`config.mk`:
```
export PLATFORM = sky130hd
export DESIGN_NAME = round_robin_poll_scheduler_flat
export DESIGN_NICKNAME = d
export VERILOG_FILES = /design/src/rtl/rrps_pkg.sv /design/src/rtl/rrps_ifs.sv /design/src/rtl/rrps_ctrl.sv /design/src/rtl/rrps_dp.sv /design/src/rtl/round_robin_poll_scheduler.sv /design/src/flat_wrapper.sv
export SDC_FILE = /design/constraint.sdc
export NUM_CORES = 1
export LEC_CHECK = 0
export BUFFER_PORTS_ARGS = -buffer_cell sky130_fd_sc_hd__buf_2
export CAP_MARGIN = 20
export CORE_MARGIN = 2
export CORE_UTILIZATION = 62
export DETAILED_ROUTE_END_ITERATION = 12
export PLACE_DENSITY_LB_ADDON = 0.2
export SLEW_MARGIN = 25
export SYNTH_ARGS = -nofsm -noshare
export SYNTH_HDL_FRONTEND = slang
export SYNTH_SLANG_ARGS = --single-unit
export TNS_END_PERCENT = 5
```
`constraint.sdc`:
```
create_clock -name clock -period 8.13 [get_ports clock]
set_input_delay 0.4065 -clock clock [delete_from_list [all_inputs] [get_ports clock]]
set_output_delay 0.4065 -clock clock [all_outputs]
set_load 0.01 [all_outputs]
```
`src/rtl/rrps_pkg.sv`:
```
// Shared types and constants of the round robin poll scheduler.
// Depends on nothing; used by the interfaces, controller, datapath and top level.
`timescale 1ns / 1ps

package rrps_pkg;

   // Default sizes
   localparam int MAX_LINKS_DEF  = 8;
   localparam int CLOCK_BITS_DEF = 28;

   // Fixed field widths
   localparam int KIND_W     = 2;
   localparam int CUR_W      = 3;
   localparam int MASK_W     = 8;
   localparam int LINK_OUT_W = 3;
   localparam int WHY_W      = 3;
   localparam int CSR_IDX_W  = 3;
   localparam int CSR_DATA_W = 16;
   localparam int GAP_W      = 16;
   localparam int NUM_LINKS_W = 4;

   // Slot kinds
   localparam logic [KIND_W-1:0] KIND_DYNAMIC  = 2'd0;
   localparam logic [KIND_W-1:0] KIND_RESERVED = 2'd1;
   localparam logic [KIND_W-1:0] KIND_OWNED    = 2'd2;
   localparam logic [KIND_W-1:0] KIND_UNUSED   = 2'd3;

   // Register indexes
   localparam logic [CSR_IDX_W-1:0] CSR_NUM_LINKS    = 3'd0;
   localparam logic [CSR_IDX_W-1:0] CSR_HIGH_MASK    = 3'd1;
   localparam logic [CSR_IDX_W-1:0] CSR_MAX_POLL_GAP = 3'd2;
   localparam logic [CSR_IDX_W-1:0] CSR_DYN_POLL_GAP = 3'd3;
   localparam logic [CSR_IDX_W-1:0] CSR_DYNAMIC_POLL = 3'd4;

   // Register reset values
   localparam logic [GAP_W-1:0] MAX_POLL_GAP_RST = 16'd100;
   localparam logic [GAP_W-1:0] DYN_POLL_GAP_RST = 16'd40;

   // Grant reasons
   typedef enum logic [WHY_W-1:0] {
      WHY_NONE    = 3'd0,
      WHY_QOS     = 3'd1,
      WHY_DATA    = 3'd2,
      WHY_STARVE  = 3'd3,
      WHY_HIGH_RR = 3'd4,
      WHY_DYNAMIC = 3'd5,
      WHY_EVERY   = 3'd6
   } why_type;

   // Datapath operations issued by the controller
   typedef enum logic [3:0] {
      OP_NONE,
      OP_CAPTURE,
      OP_PREP_LOW,
      OP_PREP_HIGH,
      OP_PREP_START,
      OP_ADVANCE,
      OP_EMIT_NONE,
      OP_EMIT_QOS,
      OP_EMIT_SERVE,
      OP_EMIT_HIGH
   } op_type;

   typedef struct packed {
      op_type  op;
      why_type why;
   } ctrl_cmd_type;

   typedef struct packed {
      logic n_zero;
      logic slot_reserved;
      logic slot_qos;
      logic hit_data;
      logic hit_starve;
      logic hit_high;
      logic hit_dyn;
      logic walk_last;
      logic reserve;
      logic dynamic;
      logic out_free;
   } dp_status_type;

endpackage

```
`src/rtl/rrps_ifs.sv`:
```
// Valid/ready channel interfaces for poll requests and poll decisions.
// Depends on rrps_pkg for field widths.
`timescale 1ns / 1ps

interface rrps_req_if #(
   parameter int CLOCK_BITS = rrps_pkg::CLOCK_BITS_DEF
);
   logic                              valid;
   logic                              ready;
   logic [rrps_pkg::KIND_W-1:0]       kind;
   logic [rrps_pkg::CUR_W-1:0]        cur_link;
   logic [CLOCK_BITS-1:0]             clock_req;
   logic [rrps_pkg::MASK_W-1:0]       has_data;
   logic [rrps_pkg::MASK_W-1:0]       suspended;
   logic                              poll_reserve;

   modport source (
      output valid, kind, cur_link, clock_req, has_data, suspended, poll_reserve,
      input  ready
   );
   modport sink (
      input  valid, kind, cur_link, clock_req, has_data, suspended, poll_reserve,
      output ready
   );
endinterface

interface rrps_rsp_if;
   logic                               valid;
   logic                               ready;
   logic                               granted;
   logic [rrps_pkg::LINK_OUT_W-1:0]    link;
   logic [rrps_pkg::WHY_W-1:0]         why;

   modport source (
      output valid, granted, link, why,
      input  ready
   );
   modport sink (
      input  valid, granted, link, why,
      output ready
   );
endinterface

```
`src/rtl/rrps_ctrl.sv`:
```
// Controller of the poll scheduler: sequences the ring walks one link per cycle.
// Depends on rrps_pkg; drives commands into rrps_dp and reads its status.
`timescale 1ns / 1ps

module rrps_ctrl (
   input  logic                    clock,
   input  logic                    reset,
   input  logic                    req_valid,
   output logic                    req_ready,
   input  rrps_pkg::dp_status_type status,
   output rrps_pkg::ctrl_cmd_type  cmd
);

   typedef enum logic [2:0] {
      S_IDLE,
      S_CHECK,
      S_LOW,
      S_HIGH,
      S_DYN,
      S_EVERY
   } state_type;

   state_type state_ff;
   state_type state_in;

   assign req_ready = (state_ff == S_IDLE);

   // Pick next state and the datapath operation
   always_comb begin
      state_in = state_ff;
      cmd.op   = rrps_pkg::OP_NONE;
      cmd.why  = rrps_pkg::WHY_NONE;
      unique case (state_ff)
         S_IDLE: begin
            if (req_valid) begin
               cmd.op   = rrps_pkg::OP_CAPTURE;
               state_in = S_CHECK;
            end
         end
         S_CHECK: begin
            if (status.n_zero || status.slot_reserved) begin
               if (status.out_free) begin
                  cmd.op   = rrps_pkg::OP_EMIT_NONE;
                  state_in = S_IDLE;
               end
            end else if (status.slot_qos) begin
               if (status.out_free) begin
                  cmd.op   = rrps_pkg::OP_EMIT_QOS;
                  state_in = S_IDLE;
               end
            end else begin
               cmd.op   = rrps_pkg::OP_PREP_LOW;
               state_in = S_LOW;
            end
         end
         S_LOW: begin
            if (status.hit_data || status.hit_starve) begin
               if (status.out_free) begin
                  cmd.op   = rrps_pkg::OP_EMIT_SERVE;
                  cmd.why  = status.hit_data ? rrps_pkg::WHY_DATA : rrps_pkg::WHY_STARVE;
                  state_in = S_IDLE;
               end
            end else if (status.walk_last) begin
               if (status.reserve) begin
                  cmd.op   = rrps_pkg::OP_PREP_HIGH;
                  state_in = S_HIGH;
               end else begin
                  cmd.op   = rrps_pkg::OP_PREP_START;
                  state_in = status.dynamic ? S_DYN : S_EVERY;
               end
            end else begin
               cmd.op = rrps_pkg::OP_ADVANCE;
            end
         end
         S_HIGH: begin
            if (status.hit_high) begin
               if (status.out_free) begin
                  cmd.op   = rrps_pkg::OP_EMIT_HIGH;
                  cmd.why  = rrps_pkg::WHY_HIGH_RR;
                  state_in = S_IDLE;
               end
            end else if (status.walk_last) begin
               cmd.op   = rrps_pkg::OP_PREP_START;
               state_in = status.dynamic ? S_DYN : S_EVERY;
            end else begin
               cmd.op = rrps_pkg::OP_ADVANCE;
            end
         end
         S_DYN: begin
            if (status.hit_dyn) begin
               if (status.out_free) begin
                  cmd.op   = rrps_pkg::OP_EMIT_SERVE;
                  cmd.why  = rrps_pkg::WHY_DYNAMIC;
                  state_in = S_IDLE;
               end
            end else if (status.walk_last) begin
               if (status.out_free) begin
                  cmd.op   = rrps_pkg::OP_EMIT_NONE;
                  state_in = S_IDLE;
               end
            end else begin
               cmd.op = rrps_pkg::OP_ADVANCE;
            end
         end
         S_EVERY: begin
            if (status.out_free) begin
               cmd.op   = rrps_pkg::OP_EMIT_SERVE;
               cmd.why  = rrps_pkg::WHY_EVERY;
               state_in = S_IDLE;
            end
         end
         default: begin
            state_in = S_IDLE;
         end
      endcase
   end

   // Hold state
   always_ff @(posedge clock) begin
      if (reset) begin
         state_ff <= S_IDLE;
      end else begin
         state_ff <= state_in;
      end
   end

endmodule

```
`src/rtl/rrps_dp.sv`:
```
// Datapath of the poll scheduler: registers, captured request, ring pointer,
// poll time stamps, age comparators and result register. Depends on rrps_pkg.
`timescale 1ns / 1ps

module rrps_dp #(
   parameter int MAX_LINKS  = rrps_pkg::MAX_LINKS_DEF,
   parameter int CLOCK_BITS = rrps_pkg::CLOCK_BITS_DEF
) (
   input  logic                                clock,
   input  logic                                reset,
   // configuration writes
   input  logic                                csr_wr_en,
   input  logic [rrps_pkg::CSR_IDX_W-1:0]      csr_index,
   input  logic [rrps_pkg::CSR_DATA_W-1:0]     csr_wdata,
   // request payload
   input  logic [rrps_pkg::KIND_W-1:0]         req_kind,
   input  logic [rrps_pkg::CUR_W-1:0]          req_cur_link,
   input  logic [CLOCK_BITS-1:0]               req_clock,
   input  logic [rrps_pkg::MASK_W-1:0]         req_has_data,
   input  logic [rrps_pkg::MASK_W-1:0]         req_suspended,
   input  logic                                req_poll_reserve,
   // result channel
   output logic                                rsp_valid,
   input  logic                                rsp_ready,
   output logic                                rsp_granted,
   output logic [rrps_pkg::LINK_OUT_W-1:0]     rsp_link,
   output rrps_pkg::why_type                   rsp_why,
   // control
   input  rrps_pkg::ctrl_cmd_type              cmd,
   output rrps_pkg::dp_status_type             status
);

   localparam int LW = $clog2(MAX_LINKS);
   localparam int NW = $clog2(MAX_LINKS + 1);

   // Mask bit of a link; links past the mask width read as clear
   function automatic logic mask_bit(input logic [rrps_pkg::MASK_W-1:0] m,
                                     input logic [LW-1:0] i);
      return (32'(i) < rrps_pkg::MASK_W) && m[3'(i)];
   endfunction

   // Next link in a ring of n links
   function automatic logic [LW-1:0] ring_next(input logic [LW-1:0] i,
                                               input logic [NW-1:0] n);
      if (32'(i) + 32'd1 == 32'(n)) begin
         return '0;
      end
      return LW'(32'(i) + 32'd1);
   endfunction

   // Configuration registers
   logic [rrps_pkg::NUM_LINKS_W-1:0] num_links_ff, num_links_in;
   logic [rrps_pkg::MASK_W-1:0]      high_mask_ff, high_mask_in;
   logic [rrps_pkg::GAP_W-1:0]       max_gap_ff, max_gap_in;
   logic [rrps_pkg::GAP_W-1:0]       dyn_gap_ff, dyn_gap_in;
   logic                             dyn_en_ff, dyn_en_in;

   // Captured transaction
   logic [rrps_pkg::KIND_W-1:0]      kind_ff, kind_in;
   logic [rrps_pkg::CUR_W-1:0]       cur_ff, cur_in;
   logic [CLOCK_BITS-1:0]            clk_ff, clk_in;
   logic [rrps_pkg::MASK_W-1:0]      data_ff, data_in;
   logic [rrps_pkg::MASK_W-1:0]      susp_ff, susp_in;
   logic                             resv_ff, resv_in;

   // Scheduler state and walk registers
   logic [LW-1:0]                    last_link_ff, last_link_in;
   logic [LW-1:0]                    last_high_ff, last_high_in;
   logic [CLOCK_BITS-1:0]            poll_time_ff [MAX_LINKS];
   logic [CLOCK_BITS-1:0]            poll_time_in [MAX_LINKS];
   logic [LW-1:0]                    ptr_ff, ptr_in;
   logic [LW-1:0]                    cnt_ff, cnt_in;
   logic [LW-1:0]                    start_ff, start_in;

   // Result register
   logic                             out_valid_ff, out_valid_in;
   logic                             out_granted_ff, out_granted_in;
   logic [rrps_pkg::LINK_OUT_W-1:0]  out_link_ff, out_link_in;
   rrps_pkg::why_type                out_why_ff, out_why_in;

   // Derived values
   logic [NW-1:0]                    n_links;
   logic [LW-1:0]                    last_fix;
   logic [LW-1:0]                    high_fix;
   logic [CLOCK_BITS-1:0]            diff;
   logic [CLOCK_BITS-1:0]            age;
   logic                             high_at_ptr;
   logic                             data_at_ptr;

   // Clamp ring size
   assign n_links = (32'(num_links_ff) > MAX_LINKS) ? NW'(MAX_LINKS) : NW'(num_links_ff);

   // Reset stale last-served links
   assign last_fix = (32'(last_link_ff) >= 32'(n_links)) ? '0 : last_link_ff;
   assign high_fix = (32'(last_high_ff) >= 32'(n_links)) ? '0 : last_high_ff;

   // Poll age in slots of the link under the pointer
   assign diff = clk_ff - poll_time_ff[ptr_ff];
   assign age  = {1'b0, diff[CLOCK_BITS-1:1]};

   assign high_at_ptr = mask_bit(high_mask_ff, ptr_ff);
   assign data_at_ptr = mask_bit(data_ff, ptr_ff);

   // Status toward the controller
   always_comb begin
      status.n_zero        = (n_links == '0);
      status.slot_reserved = (kind_ff == rrps_pkg::KIND_RESERVED)
                          || (kind_ff == rrps_pkg::KIND_UNUSED);
      status.slot_qos      = (kind_ff == rrps_pkg::KIND_OWNED)
                          && (32'(cur_ff) < 32'(n_links)) && high_mask_ff[cur_ff];
      status.hit_data      = !high_at_ptr && data_at_ptr;
      status.hit_starve    = !high_at_ptr && (age >= CLOCK_BITS'(max_gap_ff));
      status.hit_high      = high_at_ptr && data_at_ptr;
      status.hit_dyn       = (age >= CLOCK_BITS'(dyn_gap_ff));
      status.walk_last     = (32'(cnt_ff) + 32'd1 == 32'(n_links));
      status.reserve       = resv_ff;
      status.dynamic       = dyn_en_ff;
      status.out_free      = !out_valid_ff || rsp_ready;
   end

   // Configuration writes
   always_comb begin
      num_links_in = num_links_ff;
      high_mask_in = high_mask_ff;
      max_gap_in   = max_gap_ff;
      dyn_gap_in   = dyn_gap_ff;
      dyn_en_in    = dyn_en_ff;
      if (csr_wr_en) begin
         unique case (csr_index)
            rrps_pkg::CSR_NUM_LINKS:    num_links_in = csr_wdata[rrps_pkg::NUM_LINKS_W-1:0];
            rrps_pkg::CSR_HIGH_MASK:    high_mask_in = csr_wdata[rrps_pkg::MASK_W-1:0];
            rrps_pkg::CSR_MAX_POLL_GAP: max_gap_in   = csr_wdata;
            rrps_pkg::CSR_DYN_POLL_GAP: dyn_gap_in   = csr_wdata;
            rrps_pkg::CSR_DYNAMIC_POLL: dyn_en_in    = csr_wdata[0];
            default: ;
         endcase
      end
   end

   // Execute the controller's operation
   always_comb begin
      kind_in        = kind_ff;
      cur_in         = cur_ff;
      clk_in         = clk_ff;
      data_in        = data_ff;
      susp_in        = susp_ff;
      resv_in        = resv_ff;
      last_link_in   = last_link_ff;
      last_high_in   = last_high_ff;
      poll_time_in   = poll_time_ff;
      ptr_in         = ptr_ff;
      cnt_in         = cnt_ff;
      start_in       = start_ff;
      out_valid_in   = out_valid_ff && !rsp_ready;
      out_granted_in = out_granted_ff;
      out_link_in    = out_link_ff;
      out_why_in     = out_why_ff;
      unique case (cmd.op)
         rrps_pkg::OP_NONE: ;
         rrps_pkg::OP_CAPTURE: begin
            kind_in = req_kind;
            cur_in  = req_cur_link;
            clk_in  = req_clock;
            data_in = req_has_data;
            susp_in = req_suspended;
            resv_in = req_poll_reserve;
         end
         rrps_pkg::OP_PREP_LOW: begin
            last_link_in = last_fix;
            if (32'(last_link_ff) >= 32'(n_links)) begin
               last_high_in = '0;
            end
            start_in = mask_bit(susp_ff, last_fix) ? '0 : ring_next(last_fix, n_links);
            ptr_in   = mask_bit(susp_ff, last_fix) ? '0 : ring_next(last_fix, n_links);
            cnt_in   = '0;
         end
         rrps_pkg::OP_PREP_HIGH: begin
            last_high_in = high_fix;
            ptr_in = mask_bit(susp_ff, high_fix) ? '0 : ring_next(high_fix, n_links);
            cnt_in = '0;
         end
         rrps_pkg::OP_PREP_START: begin
            ptr_in = start_ff;
            cnt_in = '0;
         end
         rrps_pkg::OP_ADVANCE: begin
            ptr_in = ring_next(ptr_ff, n_links);
            cnt_in = cnt_ff + 1'b1;
         end
         rrps_pkg::OP_EMIT_NONE: begin
            out_valid_in   = 1'b1;
            out_granted_in = 1'b0;
            out_link_in    = '0;
            out_why_in     = rrps_pkg::WHY_NONE;
         end
         rrps_pkg::OP_EMIT_QOS: begin
            out_valid_in   = 1'b1;
            out_granted_in = 1'b1;
            out_link_in    = cur_ff;
            out_why_in     = rrps_pkg::WHY_QOS;
         end
         rrps_pkg::OP_EMIT_SERVE: begin
            last_link_in         = ptr_ff;
            poll_time_in[ptr_ff] = clk_ff;
            out_valid_in         = 1'b1;
            out_granted_in       = 1'b1;
            out_link_in          = rrps_pkg::LINK_OUT_W'(ptr_ff);
            out_why_in           = cmd.why;
         end
         rrps_pkg::OP_EMIT_HIGH: begin
            last_high_in   = ptr_ff;
            out_valid_in   = 1'b1;
            out_granted_in = 1'b1;
            out_link_in    = rrps_pkg::LINK_OUT_W'(ptr_ff);
            out_why_in     = rrps_pkg::WHY_HIGH_RR;
         end
         default: ;
      endcase
   end

   // Control and scheduler state
   always_ff @(posedge clock) begin
      if (reset) begin
         num_links_ff <= '0;
         high_mask_ff <= '0;
         max_gap_ff   <= rrps_pkg::MAX_POLL_GAP_RST;
         dyn_gap_ff   <= rrps_pkg::DYN_POLL_GAP_RST;
         dyn_en_ff    <= 1'b0;
         last_link_ff <= '0;
         last_high_ff <= '0;
         for (int i = 0; i < MAX_LINKS; i++) begin
            poll_time_ff[i] <= '0;
         end
         ptr_ff       <= '0;
         cnt_ff       <= '0;
         start_ff     <= '0;
         out_valid_ff <= 1'b0;
      end else begin
         num_links_ff <= num_links_in;
         high_mask_ff <= high_mask_in;
         max_gap_ff   <= max_gap_in;
         dyn_gap_ff   <= dyn_gap_in;
         dyn_en_ff    <= dyn_en_in;
         last_link_ff <= last_link_in;
         last_high_ff <= last_high_in;
         poll_time_ff <= poll_time_in;
         ptr_ff       <= ptr_in;
         cnt_ff       <= cnt_in;
         start_ff     <= start_in;
         out_valid_ff <= out_valid_in;
      end
   end

   // Payload registers
   always_ff @(posedge clock) begin
      kind_ff        <= kind_in;
      cur_ff         <= cur_in;
      clk_ff         <= clk_in;
      data_ff        <= data_in;
      susp_ff        <= susp_in;
      resv_ff        <= resv_in;
      out_granted_ff <= out_granted_in;
      out_link_ff    <= out_link_in;
      out_why_ff     <= out_why_in;
   end

   assign rsp_valid   = out_valid_ff;
   assign rsp_granted = out_granted_ff;
   assign rsp_link    = out_link_ff;
   assign rsp_why     = out_why_ff;

endmodule

```
`src/rtl/round_robin_poll_scheduler.sv`:
```
// Round robin poll scheduler, top level: one poll decision per request transaction.
// Decisions: unconfigured, reserved, unused and owned high-class slots are settled in the check
// state, all others by the ring walks, which test one link per cycle using a single poll age.
// One transaction at a time: a new request is accepted only when idle. A waiting result does
// not block acceptance of the next, but that decision waits until the result is taken.
// Reset (synchronous): registers to defaults, last-served links and poll stamps to zero.
`timescale 1ns / 1ps

module round_robin_poll_scheduler #(
   parameter int MAX_LINKS  = rrps_pkg::MAX_LINKS_DEF,
   parameter int CLOCK_BITS = rrps_pkg::CLOCK_BITS_DEF
) (
   input  logic                             clock,
   input  logic                             reset,
   rrps_req_if.sink                         req_bus,
   rrps_rsp_if.source                       rsp_bus,
   input  logic                             csr_wr_en,
   input  logic [rrps_pkg::CSR_IDX_W-1:0]   csr_index,
   input  logic [rrps_pkg::CSR_DATA_W-1:0]  csr_wdata
);

   rrps_pkg::ctrl_cmd_type  cmd;
   rrps_pkg::dp_status_type status;
   rrps_pkg::why_type       why;

   // Sequence the walks
   rrps_ctrl u_ctrl (
      .clock     (clock),
      .reset     (reset),
      .req_valid (req_bus.valid),
      .req_ready (req_bus.ready),
      .status    (status),
      .cmd       (cmd)
   );

   // Hold state and evaluate links
   rrps_dp #(
      .MAX_LINKS  (MAX_LINKS),
      .CLOCK_BITS (CLOCK_BITS)
   ) u_dp (
      .clock            (clock),
      .reset            (reset),
      .csr_wr_en        (csr_wr_en),
      .csr_index        (csr_index),
      .csr_wdata        (csr_wdata),
      .req_kind         (req_bus.kind),
      .req_cur_link     (req_bus.cur_link),
      .req_clock        (req_bus.clock_req),
      .req_has_data     (req_bus.has_data),
      .req_suspended    (req_bus.suspended),
      .req_poll_reserve (req_bus.poll_reserve),
      .rsp_valid        (rsp_bus.valid),
      .rsp_ready        (rsp_bus.ready),
      .rsp_granted      (rsp_bus.granted),
      .rsp_link         (rsp_bus.link),
      .rsp_why          (why),
      .cmd              (cmd),
      .status           (status)
   );

   assign rsp_bus.why = why;

endmodule

```
`src/flat_wrapper.sv`:
```
// flat-port wrapper written by rule: the top's interface ports become plain ports
module round_robin_poll_scheduler_flat 
#(
   parameter int MAX_LINKS  = rrps_pkg::MAX_LINKS_DEF,
   parameter int CLOCK_BITS = rrps_pkg::CLOCK_BITS_DEF
)
  (clock, reset, csr_wr_en, csr_index, csr_wdata, req_bus_valid, req_bus_kind, req_bus_cur_link, req_bus_clock_req, req_bus_has_data, req_bus_suspended, req_bus_poll_reserve, req_bus_ready, rsp_bus_valid, rsp_bus_granted, rsp_bus_link, rsp_bus_why, rsp_bus_ready);
  rrps_req_if #(.CLOCK_BITS(CLOCK_BITS)) req_bus_i ();
  rrps_rsp_if rsp_bus_i ();
  input  logic clock;
  input  logic reset;
  input  logic csr_wr_en;
  input  logic [rrps_pkg::CSR_IDX_W-1:0] csr_index;
  input  logic [rrps_pkg::CSR_DATA_W-1:0] csr_wdata;
  input wire logic [$bits(req_bus_i.valid)-1:0] req_bus_valid;
  input wire logic [$bits(req_bus_i.kind)-1:0] req_bus_kind;
  input wire logic [$bits(req_bus_i.cur_link)-1:0] req_bus_cur_link;
  input wire logic [$bits(req_bus_i.clock_req)-1:0] req_bus_clock_req;
  input wire logic [$bits(req_bus_i.has_data)-1:0] req_bus_has_data;
  input wire logic [$bits(req_bus_i.suspended)-1:0] req_bus_suspended;
  input wire logic [$bits(req_bus_i.poll_reserve)-1:0] req_bus_poll_reserve;
  output wire logic [$bits(req_bus_i.ready)-1:0] req_bus_ready;
  output wire logic [$bits(rsp_bus_i.valid)-1:0] rsp_bus_valid;
  output wire logic [$bits(rsp_bus_i.granted)-1:0] rsp_bus_granted;
  output wire logic [$bits(rsp_bus_i.link)-1:0] rsp_bus_link;
  output wire logic [$bits(rsp_bus_i.why)-1:0] rsp_bus_why;
  input wire logic [$bits(rsp_bus_i.ready)-1:0] rsp_bus_ready;
  assign req_bus_i.valid = req_bus_valid;
  assign req_bus_i.kind = req_bus_kind;
  assign req_bus_i.cur_link = req_bus_cur_link;
  assign req_bus_i.clock_req = req_bus_clock_req;
  assign req_bus_i.has_data = req_bus_has_data;
  assign req_bus_i.suspended = req_bus_suspended;
  assign req_bus_i.poll_reserve = req_bus_poll_reserve;
  assign req_bus_ready = req_bus_i.ready;
  assign rsp_bus_valid = rsp_bus_i.valid;
  assign rsp_bus_granted = rsp_bus_i.granted;
  assign rsp_bus_link = rsp_bus_i.link;
  assign rsp_bus_why = rsp_bus_i.why;
  assign rsp_bus_i.ready = rsp_bus_ready;
  round_robin_poll_scheduler #(.MAX_LINKS(MAX_LINKS), .CLOCK_BITS(CLOCK_BITS)) u_core (.clock(clock), .reset(reset), .req_bus(req_bus_i), .rsp_bus(rsp_bus_i), .csr_wr_en(csr_wr_en), .csr_index(csr_index), .csr_wdata(csr_wdata));
endmodule
```
Yosys cells after proc, flatten, opt, wreduce, memory -nomap -nowiden
Index checks and enable logic that the tools add are counted.
{ "classes": {"add_sub_neg": 6, "n_lt_le_gt_ge": 12, "eq_ne": 30, "muxes": 77, "n_bitwise": 1, "reduce_logical": 35} }
{ "op_table": {"columns": ["operator", "count"], "rows": [
  ["bitwise mux 224 bit", 1],
  ["equality test 32 x 4 -> 1 bit", 3],
  ["2-to-1 mux 3 bit", 30],
  ["binary-select mux 28 bit (select 3 bit)", 1],
  ["demux 28 bit (select 3 bit)", 1],
  ["2-to-1 mux 28 bit", 3],
  ["greater-or-equal comparator 27 x 16 -> 1 bit", 2],
  ["one-hot mux 3 bit (4 select lines)", 3],
  ["2-to-1 mux 7 bit", 4],
  ["subtractor 28 bit", 1],
  ["2-to-1 mux 4 bit", 6],
  ["one-hot mux 4 bit (6 select lines)", 1],
  ["one-hot mux 3 bit (3 select lines)", 2],
  ["one-hot mux 3 bit (6 select lines)", 1],
  ["adder 3 x 1 -> 4 bit, second input constant", 4],
  ["equality test 4 x 3 -> 1 bit, second input constant", 4],
  ["< comparator 3 x 4 -> 1 bit, second input constant", 4],
  ["2-to-1 mux 1 bit", 16],
  ["binary-select mux 1 bit (select 3 bit)", 5],
  ["equality test 3 x 2 -> 1 bit, second input constant", 4],
  ["one-hot mux 3 bit (2 select lines)", 2],
  ["AND reduction 2 bit", 6],
  ["equality test 3 bit, second input constant", 3],
  ["equality test 4 x 2 -> 1 bit, second input constant", 2],
  ["other kinds (29)", 52]
]} }
{ "totals": {"ff_bits": 345, "in_bits": 74, "out_inout_bits": 9, "elab_cells": 190} }

Depth between registers and ports, before layout
Gate-level depths: netlist of run 1.
{ "depth": {"ltp_word": 15, "ltp_mapped": 34} }

Modules after synthesis
A second synthesis of run 1 with hierarchy kept.
{ "unflattened": {"hier_cells": 2176, "hier_area_um2": 17770.8} }
{ "modules_own_cells": {"columns": ["module", "instances", "cells_each", "area_each_um2"], "rows": [
  ["rrps_dp", 1, 2100, 17250.3],
  ["rrps_ctrl", 1, 76, 520.5]
]} }

Worst setup path before layout of run 1
No wires, ideal clock.
{ "synth_path": {"path_kind": "register to register", "from": "reg u_core.u_dp.ptr_ff[0]", "to": "reg u_core.u_dp.poll_time_ff[100] (netlist name)", "setup_time_ns": 0.128, "arrival_ns": 6.943, "required_time_ns": 8.002, "setup_slack_ns": 1.060, "path_stages_with_launch": 32, "period_less_slack_ns": 7.070, "path_cell_list": "dfxtp_1 -> buf_6 -> clkbuf_1 -> clkbuf_1 -> buf_1 -> clkbuf_1 -> clkbuf_1 -> mux2i_1 -> nor2_1 -> a221oi_1 -> ha_1 -> buf_2 -> nand4_1 -> or3_1 -> o31a_4 -> and2_1 -> xnor2_1 -> ha_1 -> a21o_1 -> a211o_1 -> a41oi_1 -> or3_1 -> a21oi_1 -> or4b_1 -> o31ai_2 -> a21oi_2 -> buf_6 -> nand3b_4 -> buf_8 -> buf_12 -> mux2i_1 -> nor2_1"} }
{ "synth_via": {"elab_chain_cells": 11, "word_cells_on_any_way": 27} }
{ "synth_lines": {"columns": ["element", "line_no", "rtl"], "rows": [
  ["start, declared", "rrps_dp.sv:71", "logic [LW-1:0] ptr_ff, ptr_in;"],
  ["start signal, assigned", "rrps_dp.sv:247", "ptr_ff <= ptr_in;"],
  ["inverter 3 -> 4 bit (implied by the code)", "rrps_dp.sv:98, rrps_dp.sv:204", null],
  ["binary-select mux 28 bit (select 3 bit)", "rrps_dp.sv:98", "assign diff = clk_ff - poll_time_ff[ptr_ff];"],
  ["2-to-1 mux 28 bit (implied by the code) (2 in a row)", "rrps_dp.sv:98", null],
  ["subtractor 28 bit", "rrps_dp.sv:98", null],
  ["greater-or-equal comparator 27 x 16 -> 1 bit", "rrps_dp.sv:112", "status.hit_starve = !high_at_ptr && (age >= CLOCK_BITS'(max_gap_ff));"],
  ["logical AND 1 bit", "rrps_dp.sv:112", null],
  ["logical OR 1 bit", "rrps_ctrl.sv:57", "if (status.hit_data || status.hit_starve) begin"],
  ["2-to-1 mux 4 bit", "rrps_ctrl.sv:57", null],
  ["one-hot mux 4 bit (6 select lines)", "rrps_ctrl.sv:33", "unique case (state_ff)"],
  ["equality test 4 bit", "rrps_dp.sv:158", "unique case (cmd.op)"],
  ["end signal, assigned", "rrps_dp.sv:246", "poll_time_ff <= poll_time_in;"],
  ["end, declared", "rrps_dp.sv:69", "logic [CLOCK_BITS-1:0] poll_time_ff [MAX_LINKS];"]
]} }
Several ways; a longest one is shown, not always the timed one. The select of a mux whose other input is x is not followed.
A chain may end at the register's enable or synchronous reset.

Final worst setup path of run 1
{ "layout_path": {"from": "reg u_core.u_dp.ptr_ff[0]", "to": "reg u_core.u_dp.poll_time_ff[125] (netlist name)"} }
The elaborated chain is that of the path after synthesis.

==> key figures, run 1 <==
Clock tree
  • Total CTS buffers: 37
  • Worst skew pair latency: 520 ps
  • Clk slew on worst S/H paths: approximately 60 ps
  • CTS tree: done
  • Post_cts resized: 0
  • Setup Fix Bufs, Post-CTS: 0
  • CTS max path bufs: 3
  • Root Driver: clkbuf_16
  • Hold_buf cts: 0
  • H-tree depth: 2
  • Clk sink count: 345

Synth
  • Cell count after synthesis: 1974
  • Synth Flop Type: dfxtp_1
  • Syn Area/Cell: 9.36 um^2
  • Ys Warns: 0
  • Synth cell types: 89
  • Post-synth ARST share: 0%
  • Netlist Area Pre-Place: roughly 18000 um^2
  • Post-synth EDFFs: between 50 and 60
  • Register bit total from synthesis: roughly 350
  • Post-synthesis sequential area ratio: 40.5%
  • Post-Synthesis Net Count: around 2100
  • Post-synth top area share: 31.2%
  • Main area contributors after synthesis: dfxtp_1 31%, mux2i_1 17%, edfxtp_1 9.3%
  • Cell accounting for the most synthesized area: dfxtp_1

Global route
  • GRT Overall Usage: 28.9%
  • Largest net degree at the start of global routing: 96
  • Initial antenna violation count: 0
  • Overflow after GRT: 0
  • Vias in the first global route: 13800
  • First-pass GRT wire length: 72.6 mm

STA
  • Hold Vio Cnt, Final: 0
  • Setup ws final: 748 ps
  • # setup viols final: 0
  • Worst-margin pin slew: 1060 ps
  • Fmax: 135 MHz
  • Skew final: 16.3 ps
  • RSZ-0062 raised after global routing: false
  • TNS Setup: 0 ps
  • Tcrit/Tclk final: 90.8%
  • Min Tclk post-route: roughly 7400 ps
  • Hold_ws: 58.8 ps
  • Max-slew headroom: approximately 29%
  • Max-slew violations: 0

Layout
  • Layout area overhead: 7.57%
  • Share of post-route cells with drive strength above 1: 10.3%
  • Ant diodes: 0
  • Fillers: 2415
  • Final net count: 2102
  • Finished Core Util: 67.4%

Power
  • Overall Power: 0.00382 W
  • Leakage: 7.92 nW
  • Max IR drop VDD: 172 uV
  • Power per cell area: around 190 nW/um^2

Drt
  • Mean routed wirelength per cell: 19.1 um
  • Post-route ant nets: 0
  • DRT Pass-1 Iters: 5
  • Drt first-iter violations: 1086
  • Residual DRC: 0
  • Vias: 14400
  • Vias/cell: 6.06
  • Detailed Route WL: 45.3 mm

Min path
  • Hold wc startpoint: req_bus_clock_req[21]
  • Hold crit path type: input port to flip-flop
  • Worst Hold End: u_core.u_dp.clk_ff[21]
  • Hold path depth: 1

Floorplan
  • Die ar.: 31200 um^2
  • Die Span Y: between 150 and 200 um
  • Effective utilization at floorplan: 62.6%
  • Row cnt: 63
  • Boundary pin count: 83
  • Core Region: about 30000 um^2
  • Die W: approximately 180 um

Setup path
  • Crit-path cells: buf_12 -> mux4_2 -> mux2i_1 -> ha_1 -> nand4_1 -> or3_1 -> o31a_4 -> and2_1 -> o21ai_0 -> xor2_1 -> ha_1 -> and3_1 -> nand3_1 -> a2111o_1 -> nand4_1 -> or3_1 -> o211ai_2 -> a21oi_2 -> and3_2 -> mux2i_1 -> nor2_1
  • Reg-to-reg endpoint: u_core.u_dp.poll_time_ff[125]
  • R2R cell count: 21
  • WP buf/inv: 1
  • Max stage delay cell, worst path: and3_2
  • Register-to-register setup slack: around 750 ps
  • R2R Path Start: u_core.u_dp.ptr_ff[0]
  • Crit. End Element: flip-flop
  • Slowest cell delay on critical path: 1020 ps
  • Crit-path leading delay family: simple AND/OR/NAND/NOR gates
  • CP Data Required Time: approximately 8500 ps
  • Crit Path Class: flip-flop to flip-flop
  • CP arrival: 7760 ps
  • Startpoint types: flip-flop
  • Crit-path max FO: 42

Place
  • Place WS: 790 ps
  • # port buffers: 82
  • GPL Wtd Cong: ~0.94
  • Detail Placement HPWL: approximately 30 mm

Outcome
  • Status: finished, final reports clean

Job
  • Max-Cap Viols: 0
[cell type report]
type                       count  area (um^2)  share of cell area [%]
clock inverter                11          136                   0.686
timing repair buffer          97          544                    2.74
inverter                      54          203                    1.02
sequential                   345         7490                    37.7
tap                          390          488                    2.46
multi-input combinational   1421         9910                    49.9
clock buffer                  57         1100                    5.55
[per-layer routing]
layer / part of all wire, % / vias to the layer above / track usage [%]
li1: - / 6940 / -
met1: 45 / 6934 / 38.8
met2: 48 / 439 / 48.2
met3: 5.3 / 77 / 4.33
met4: 2.4 / 0 / 8.64
met5: 0 / - / 0
[registers in the layout, summed over array words and instances, names as in the netlist, 3 cells and up]
signal and flops:
u_core.u_dp.cur_ff 3, u_core.u_ctrl.state_ff 3, u_core.u_dp.susp_ff 8, u_core.u_dp.last_link_ff 3, u_core.u_dp.clk_ff 28, u_core.u_dp.rsp_link 3
u_core.u_dp.max_gap_ff 16, u_core.u_dp.data_ff 8, u_core.u_dp.dyn_gap_ff 16, u_core.u_dp.start_ff 3, u_core.u_dp.num_links_ff 4, u_core.u_dp.poll_time_ff 224
u_core.u_dp.high_mask_ff 8, u_core.u_dp.last_high_ff 3, u_core.u_dp.cnt_ff 3, u_core.u_dp.rsp_why 3, u_core.u_dp.ptr_ff 3
[how the worst max path moves through the flow]
stage,startpoint,to,slack (ps),depth (start not counted)
floorplan,u_core.u_dp.ptr_ff[0],u_core.u_dp.poll_time_ff[100],1060,31
global placement,u_core.u_dp.ptr_ff[0],u_core.u_dp.poll_time_ff[82],900,21
detailed placement,u_core.u_dp.ptr_ff[0],u_core.u_dp.poll_time_ff[172],790,21
CTS,u_core.u_dp.ptr_ff[0],u_core.u_dp.poll_time_ff[172],780,21
global route,u_core.u_dp.ptr_ff[2],u_core.u_dp.poll_time_ff[125],340,21
finish,u_core.u_dp.ptr_ff[0],u_core.u_dp.poll_time_ff[125],750,21
[synthesized netlist by cell type (11+ instances only)]
library cell	instances
a21oi_1	104
clkbuf_1	94
a21o_1	11
dfxtp_1	288
nand3b_1	22
inv_1	54
nor2b_1	13
edfxtp_1	57
nand2b_1	20
nand4_1	16
nand3_1	40
xor2_1	12
buf_6	15
nand2_1	157
buf_2	27
ha_1	71
a221oi_1	25
o21a_1	17
mux2i_1	316
nor2_1	301
a22o_1	11
xnor2_1	17
o21ai_0	81
[power breakdown]
part	switching [W]	internal, W	leakage (nW)	total, W
Combinational	0.000199	0.000117	4.45	0.000316
Clock	0.000665	0.00103	0.600	0.00170
Sequential	0.0000391	0.00176	2.87	0.00180
Total	0.000902	0.00291	7.92	0.00382
[per-stage QoR]
| step | cell area [um^2] | instances |
|---|---|---|
| final | 19900 | 2375 |
| after global routing | 19900 | 2375 |
| after CTS | 19900 | 2375 |
| after detailed placement | 18600 | 2307 |
| after global placement | 18600 | 2307 |
| after floorplan | 18500 | 1974 |
[cells in the final DEF (no fill, tap or decap), types with 6 or more instances in the layout]
master     synthesis  final
a21oi_1          104    104
a21o_1            11     11
buf_4              0     14
edfxtp_1          57     57
clkbuf_8           0      7
xor2_1            12     12
nor2b_1           13     13
or3_1              9      9
mux4_2             9      9
nand2_1          157    157
nand3_1           40     40
o22ai_1            7      7
a31oi_1           10     10
inv_1             54     54
buf_2             27     81
and2_1            10      9
o21ai_0           81     81
a22o_1            11     11
nor2_1           301    301
clkbuf_1          94     12
dfxtp_1          288    285
o211ai_1          10     10
a221oi_1          25     25
nand2b_1          20     20
and3_1             9      6
clkbuf_16          0     39
or2_2              6      6
nand4_1           16     16
nor3_1             7      6
mux2i_1          316    316
nand3b_1          22     22
mux2_2             9      9
xnor2_1           17     17
ha_1              71     71
o21a_1            17     17
[logic make-up after synthesis]
family	after synthesis	share of synthesized area [%]
AND/OR/NAND/NOR	637	15.8
AO/OA/AOI/OAI	348	12.6
flip-flops	345	40.5
multiplexers	335	18.9
buffers and inverters	208	5.97
adder cells (fa/ha/maj)	72	4.92
XOR/XNOR	29	1.38
Note: power is estimated with default switching activity, not from simulation.
==> inputs of run 2 (changes only) <==
--- a/config.mk
+++ b/config.mk
@@ -10,6 +10,7 @@
 export CORE_MARGIN = 2
 export CORE_UTILIZATION = 62
 export DETAILED_ROUTE_END_ITERATION = 12
+export MAX_ROUTING_LAYER = met4
 export PLACE_DENSITY_LB_ADDON = 0.2
 export SLEW_MARGIN = 25
 export SYNTH_ARGS = -nofsm -noshare
==> run 2 against run 1 <==
  * First-iteration DRC count grew 2.1%
  * Global-route usage grew 0.87 points
  * Sequential power is essentially flat
  * Clock skew shrank 1.7 ps
  * Clock power is essentially flat
==> key figures, run 2 (synthesized netlist as in run 1, its figures left out) <==
Floorplan
  • Row cnt: 63 (unchanged)
  • Effective utilization at floorplan: 62.6% (unchanged)
  • Die W: 177 um (unchanged)
  • Die Span Y: 177 um (unchanged)
  • Die ar.: 31200 um^2 (unchanged)
  • Core Region: 29500 um^2 (unchanged)
  • Boundary pin count: 83 (unchanged)

Clock tree
  • Clk sink count: 345 (unchanged)
  • Setup Fix Bufs, Post-CTS: 0 (unchanged)
  • CTS max path bufs: 3 (unchanged)
  • CTS tree: done
  • Total CTS buffers: 38 (+2.7%)
  • Hold_buf cts: 0 (unchanged)
  • Worst skew pair latency: 520 ps (about the same)
  • Root Driver: clkbuf_16
  • H-tree depth: 2 (unchanged)
  • Post_cts resized: 0 (unchanged)
  • Clk slew on worst S/H paths: 60 ps (about the same)

Layout
  • Largest Register: u_core.u_dp.poll_time_ff
  • Layout area overhead: 7.53% (about the same)
  • Finished Core Util: 67.4% (about the same)
  • Most frequent cells in the layout: 316 x mux2i_1, 301 x nor2_1, 285 x dfxtp_1
  • Ant diodes: 0 (unchanged)
  • Share of post-route cells with drive strength above 1: 10.6% (+0.29 points)
  • Largest register FFs: 224 (unchanged)
  • Fillers: 2472 (+2.4%)
  • Design area: 19900 um^2 (about the same)
  • Final net count: 2104 (+0.095%)
  • Top Registers: u_core.u_dp.poll_time_ff (224), u_core.u_dp.clk_ff (28)
  • Commonest non-fill, non-tap cell in the layout: mux2i_1

STA
  • # setup viols final: 0 (unchanged)
  • TNS Setup: 0 ps (unchanged)
  • Max-slew headroom: 33.4% (+3.9 points)
  • Min Tclk post-route: 7120 ps (-267 ps)
  • Hold Vio Cnt, Final: 0 (unchanged)
  • Worst-margin pin slew: 999 ps (-58.6 ps)
  • Max-slew violations: 0 (unchanged)
  • Setup ws final: 1010 ps (+267 ps)
  • RSZ-0062 raised after global routing: false
  • Fmax: 141 MHz (+3.7%)
  • Skew final: 14.7 ps (-1.67 ps)
  • Tcrit/Tclk final: 87.5% (-3.3 points)

Setup path
  • Startpoint types: flip-flop
  • CP Data Required Time: 8500 ps (about the same)
  • Crit-path max FO: 39 (-7.1%)
  • Register-to-register setup slack: 1010 ps (+270 ps)
  • Crit. End Element: flip-flop
  • Crit Path Class: flip-flop to flip-flop
  • CP arrival: 7490 ps (-270 ps)

Power
  • Max IR drop VDD: 196 uV (+14%)
  • Reg power frac: 47.5% (+0.2 points)
  • Clock share of power: 44.2% (-0.3 points)
  • Logic gate share of total power: 8.3% (about the same)
  • Leakage: 7.93 nW (+0.18%)
  • Internal Power: 0.00288 W (-1.1%)
  • NetSw: 0.000912 W (+1.1%)
  • Overall Power: 0.00379 W (-0.59%)
  • Power per cell area: 191 nW/um^2 (-0.56%)
  • Switching share of total power: 24.0% (+0.40 points)

Drt
  • DRT Pass-1 Iters: 5 (unchanged)
  • Vias/cell: 6.05 (-0.21%)
  • Drt first-iter violations: 1109 (+2.1%)
  • Mean routed wirelength per cell: 18.9 um (-0.83%)
  • Residual DRC: 0 (unchanged)
  • Post-route ant nets: 0 (unchanged)
  • Vias: 14400 (-0.13%)
  • Detailed Route WL: 45.0 mm (-0.74%)

Place
  • # port buffers: 82 (unchanged)
  • GPL Wtd Cong: 0.921 (-1.7%)
  • Cell Area, Placed: 18600 um^2 (unchanged)
  • Detail Placement HPWL: 30.0 mm (+0.11%)
  • Place WS: 900 ps (+110 ps)

Global route
  • Vias in the first global route: 14000 (+1.1%)
  • Global route hottest layer: met2
  • Met2 Usage GRT: 47.9% (-0.34 points)
  • GRT met1 Usage: 39.0% (+0.21 points)
  • First-pass GRT wire length: 72.9 mm (+0.42%)
  • GRT Overall Usage: 29.8% (+0.87 points)
  • Overflow after GRT: 0 (unchanged)
  • GR met3 Demand/Resource: 4.13% (-0.19 points)
  • Initial antenna violation count: 0 (unchanged)
  • Largest net degree at the start of global routing: 99 (+3.1%)

Min path
  • Hold crit path type: input port to flip-flop

Job
  • Max-Cap Viols: 0 (unchanged)

Outcome
  • Status: finished, final reports clean
==> run 2: final timing paths <==
path / from / endpoint / depth (start not counted)
setup / recovery: u_core.u_dp.ptr_ff[2] / u_core.u_dp.poll_time_ff[91] / 23
setup reg to reg: u_core.u_dp.ptr_ff[2] / u_core.u_dp.poll_time_ff[91] / 23
hold reg to reg: u_core.u_dp.max_gap_ff[12] / u_core.u_dp.max_gap_ff[12] / 2
hold / removal: req_bus_clock_req[3] / u_core.u_dp.clk_ff[3] / 1
==> run 2: per-layer routing <==
| layer | up-vias | share of wire [%] |
|---|---|---|
| met3 | 102 | 5.6 |
| li1 | 6922 | - |
| met2 | 427 | 47 |
| met5 | - | 0 |
| met4 | 0 | 2.9 |
| met1 | 6921 | 44 |
==> run 2: cell type report <==
class / count / area, um^2 / share of cell area [%]
multi-input combinational: 1421 / 9910 / 49.9
sequential: 345 / 7490 / 37.7
clock buffer: 53 / 1090 / 5.48
timing repair buffer: 98 / 549 / 2.77
tap: 390 / 488 / 2.46
inverter: 54 / 203 / 1.02
clock inverter: 16 / 135 / 0.680
==> run 2: critical path: stages (launching register included) <==
cell	delay, ps
dfxtp_4	670
or2_1	550
nor2_1	110
a221oi_1	320
ha_1	280
nand2_1	150
or3_1	400
o31a_4	310
and2_1	210
o21ai_0	200
xor2_1	430
ha_1	350
a21oi_1	160
nor2b_1	70
o21ai_0	150
nand2b_1	90
a21oi_1	240
or4b_1	560
o31ai_2	320
a21oi_2	270
nand3b_4	310
buf_4	450
mux2i_1	260
nor2_1	50
==> run 2: metrics by stage <==
step,hold WS (ps),std cells
3_3_place_gp,441,2307
5_1_grt,43.0,2377
3_5_place_dp,447,2307
4_1_cts,42.1,2376
2_1_floorplan,432,1974
6_report,57.2,2377
==> run 2: power groups by stage <==
stage	sequential (W)	combinational (W)	clock [W]
3_5_place_dp	0.00184	0.000310	0
2_1_floorplan	0.00181	0.000234	0
5_1_grt	0.00181	0.000350	0.00177
4_1_cts	0.00180	0.000311	0.00171
6_report	0.00180	0.000314	0.00168
3_3_place_gp	0.00184	0.000304	0
==> inputs of run 3 (changes only) <==
--- a/config.mk
+++ b/config.mk
@@ -5,6 +5,7 @@
 export SDC_FILE = /design/constraint.sdc
 export NUM_CORES = 1
 export LEC_CHECK = 0
+export ABC_AREA = 1
 export BUFFER_PORTS_ARGS = -buffer_cell sky130_fd_sc_hd__buf_2
 export CAP_MARGIN = 20
 export CORE_MARGIN = 2
==> run 3 against run 2 <==
  * Power grew 10%
  * Clock-buffer cell count shrank 2
  * Fmax shrank 0.32%
  * Synthesized cell count grew 26%
  * Largest cell class unchanged
  * First-iteration DRC count grew 55%
==> key figures, run 3 <==
Outcome
  • Status: finished, final reports clean

Setup path
  • Max stage delay cell, worst path: a2111oi_0
  • CP Data Required Time: 8540 ps (+40 ps)
  • Crit-path max FO: 40 (+2.6%)
  • Startpoint types: flip-flop
  • Crit Path Class: flip-flop to flip-flop
  • CP arrival: 7550 ps (+60 ps)
  • Crit. End Element: flip-flop
  • Slowest cell delay on critical path: 840 ps (+170 ps)

Clock tree
  • H-tree depth: 2 (unchanged)
  • Post_cts resized: 0 (unchanged)
  • Root Driver: clkbuf_16
  • Setup Fix Bufs, Post-CTS: 0 (unchanged)
  • CTS tree: done
  • CTS max path bufs: 3 (unchanged)
  • Total CTS buffers: 37 (-2.6%)
  • Clk slew on worst S/H paths: 60 ps (about the same)
  • Clk sink count: 345 (unchanged)
  • Hold_buf cts: 0 (unchanged)
  • Worst skew pair latency: 530 ps (about the same)

Floorplan
  • Row cnt: 62 (-1.6%)
  • Boundary pin count: 83 (unchanged)
  • Core Region: 28800 um^2 (-2.4%)
  • Die W: 175 um (-0.85%)
  • Die Span Y: 175 um (-0.85%)
  • Die ar.: 30700 um^2 (-1.7%)
  • Effective utilization at floorplan: 63.1% (+0.42 points)

STA
  • # setup viols final: 0 (unchanged)
  • TNS Setup: 0 ps (unchanged)
  • Min Tclk post-route: 7140 ps (+23.2 ps)
  • Tcrit/Tclk final: 87.8% (+0.29 points)
  • Max-slew headroom: 23.7% (-9.8 points)
  • RSZ-0062 raised after global routing: false
  • Worst-margin pin slew: 1120 ps (+117 ps)
  • Fmax: 140 MHz (-0.32%)
  • Hold Vio Cnt, Final: 0 (unchanged)
  • Max-slew violations: 0 (unchanged)
  • Skew final: 17.6 ps (+2.90 ps)

Drt
  • Drt first-iter violations: 1719 (+55%)
  • Mean routed wirelength per cell: 18.1 um (-4.6%)
  • DRT Pass-1 Iters: 6 (+1)
  • Residual DRC: 0 (unchanged)
  • Vias/cell: 5.89 (-2.5%)
  • WL met3: 4.24 mm (+67%)
  • Wl on met1: 22.2 mm (+11%)
  • DR top layer: met4
  • Detailed Route WL: 52.4 mm (+16%)
  • Met2 wire len: 24.0 mm (+13%)
  • Post-route ant nets: 0 (unchanged)
  • Vias: 17100 (+19%)

Synth
  • Most frequent cell after synthesis: a21oi_1
  • Cell accounting for the most synthesized area: dfxtp_1
  • Top cells by count, synth: 389 x a21oi_1, 320 x o21ai_0, 301 x inv_1
  • Syn Area/Cell: 7.32 um^2 (-22%)
  • Cell count after synthesis: 2480 (+26%)
  • Post-Synthesis Net Count: 2626 (+24%)
  • Post-synth EDFFs: 57 (unchanged)
  • Ys Warns: 0 (unchanged)
  • Register bit total from synthesis: 345 (unchanged)
  • Synth cell types: 60 (-33%)
  • Main area contributors after synthesis: dfxtp_1 32%, a21oi_1 11%, edfxtp_1 9.4%
  • Post-synthesis sequential area ratio: 41.2% (+0.71 points)
  • Netlist Area Pre-Place: 18200 um^2 (-1.7%)
  • Post-synth top area share: 31.8% (+0.55 points)
  • Synth Flop Type: dfxtp_1
  • Post-synth ARST share: 0% (unchanged)

Place
  • Cell Area, Placed: 18600 um^2 (about the same)
  • # port buffers: 82 (unchanged)
  • Detail Placement HPWL: 35.5 mm (+18%)
  • Placed cell count: 2838 (+23%)
  • GPL Wtd Cong: 0.923 (+0.26%)

Layout
  • Layout area overhead: 9.31%
  • Top Registers: u_core.u_dp.poll_time_ff (224), u_core.u_dp.clk_ff (28)
  • Design area: 19800 um^2 (-0.10%)
  • Final net count: 2639 (+25%)
  • Finished Core Util: 68.9% (+1.6 points)
  • Commonest non-fill, non-tap cell in the layout: a21oi_1
  • Largest Register: u_core.u_dp.poll_time_ff
  • Share of post-route cells with drive strength above 1: 8.50% (-2.1 points)
  • Post-route insts no fill: 2902 (+22%)
  • Fillers: 2485 (+0.53%)
  • Largest register FFs: 224 (unchanged)
  • Most frequent cells in the layout: 389 x a21oi_1, 320 x o21ai_0, 300 x inv_1

Min path
  • Hold crit path type: input port to flip-flop

Global route
  • GRT Overall Usage: 34.5% (+4.7 points)
  • Largest net degree at the start of global routing: 121 (+22%)
  • Initial antenna violation count: 1 (+1)
  • Overflow after GRT: 0 (unchanged)
  • First-pass GRT wire length: 82.1 mm (+13%)
  • Vias in the first global route: 15700 (+12%)

Power
  • Leakage: 7.92 nW (-0.18%)
  • Power per cell area: 211 nW/um^2 (+10%)
  • Max IR drop VDD: 190 uV (-2.9%)

Job
  • Max-Cap Viols: 0 (unchanged)
==> run 3: final cells by class <==
class / instances / area [um^2] / share of cell area (%)
inverters: 316 / 1190 / 6.02
clock buffers: 51 / 1080 / 5.45
well taps: 384 / 480 / 2.42
clock inverters: 12 / 126 / 0.637
flip-flops and latches: 345 / 7480 / 37.7
diodes: 1 / 2.50 / 0.0126
repair buffers: 110 / 633 / 3.19
multi-input cells: 1683 / 8840 / 44.6
==> run 3: power breakdown <==
| group | switching (W) | internal, W |
|---|---|---|
| Clock | 0.000693 | 0.000994 |
| Combinational | 0.000460 | 0.000223 |
| Sequential | 0.0000381 | 0.00177 |
| Total | 0.00119 | 0.00299 |
==> run 3: layer usage <==
layer | vias to the layer above | global-route usage (%)
met4 | 0 | 12.2
met1 | 7886 | 44.6
met5 | - | -
li1 | 8362 | -
met2 | 710 | 55.1
met3 | 146 | 5.44
==> run 3: final timing paths <==
check	start	end	slack, ps	depth (start not counted)
setup / recovery	u_core.u_dp.ptr_ff[2]	u_core.u_dp.poll_time_ff[89]	990	29
hold / removal	req_bus_has_data[0]	u_core.u_dp.data_ff[0]	50	1
setup reg to reg	u_core.u_dp.ptr_ff[2]	u_core.u_dp.poll_time_ff[89]	990	29
hold reg to reg	u_core.u_dp.poll_time_ff[106]	u_core.u_dp.poll_time_ff[106]	450	2
==> run 3: worst max-delay path: cells and delay by family, from the launching register on <==
family / cells / cell delay, ps
adders and majority gates: 2 / 760
buffers and inverters: 4 / 850
AOI/OAI and AO/OA: 10 / 2240
xor gates and xnor gates: 1 / 190
DFF: 1 / 610
and+or+nand+nor: 12 / 2280
==> run 3: cells by family after synthesis <==
group | Yosys count | synth area share, %
AOI/OAI and AO/OA | 803 | 23.4
xor gates and xnor gates | 34 | 1.64
adders and majority gates | 72 | 5.00
buffers and inverters | 452 | 10.3
DFF | 345 | 41.2
and+or+nand+nor | 774 | 18.5
==> run 3: through the flow <==
step	hold slack [ps]	setup slack, ps	power (W)
after global placement	434	1200	0.00250
after global routing	41.5	448	0.00434
final	45.8	991	0.00418
after floorplan	424	2830	0.00230
after CTS	33.5	1160	0.00418
after detailed placement	440	1220	0.00251
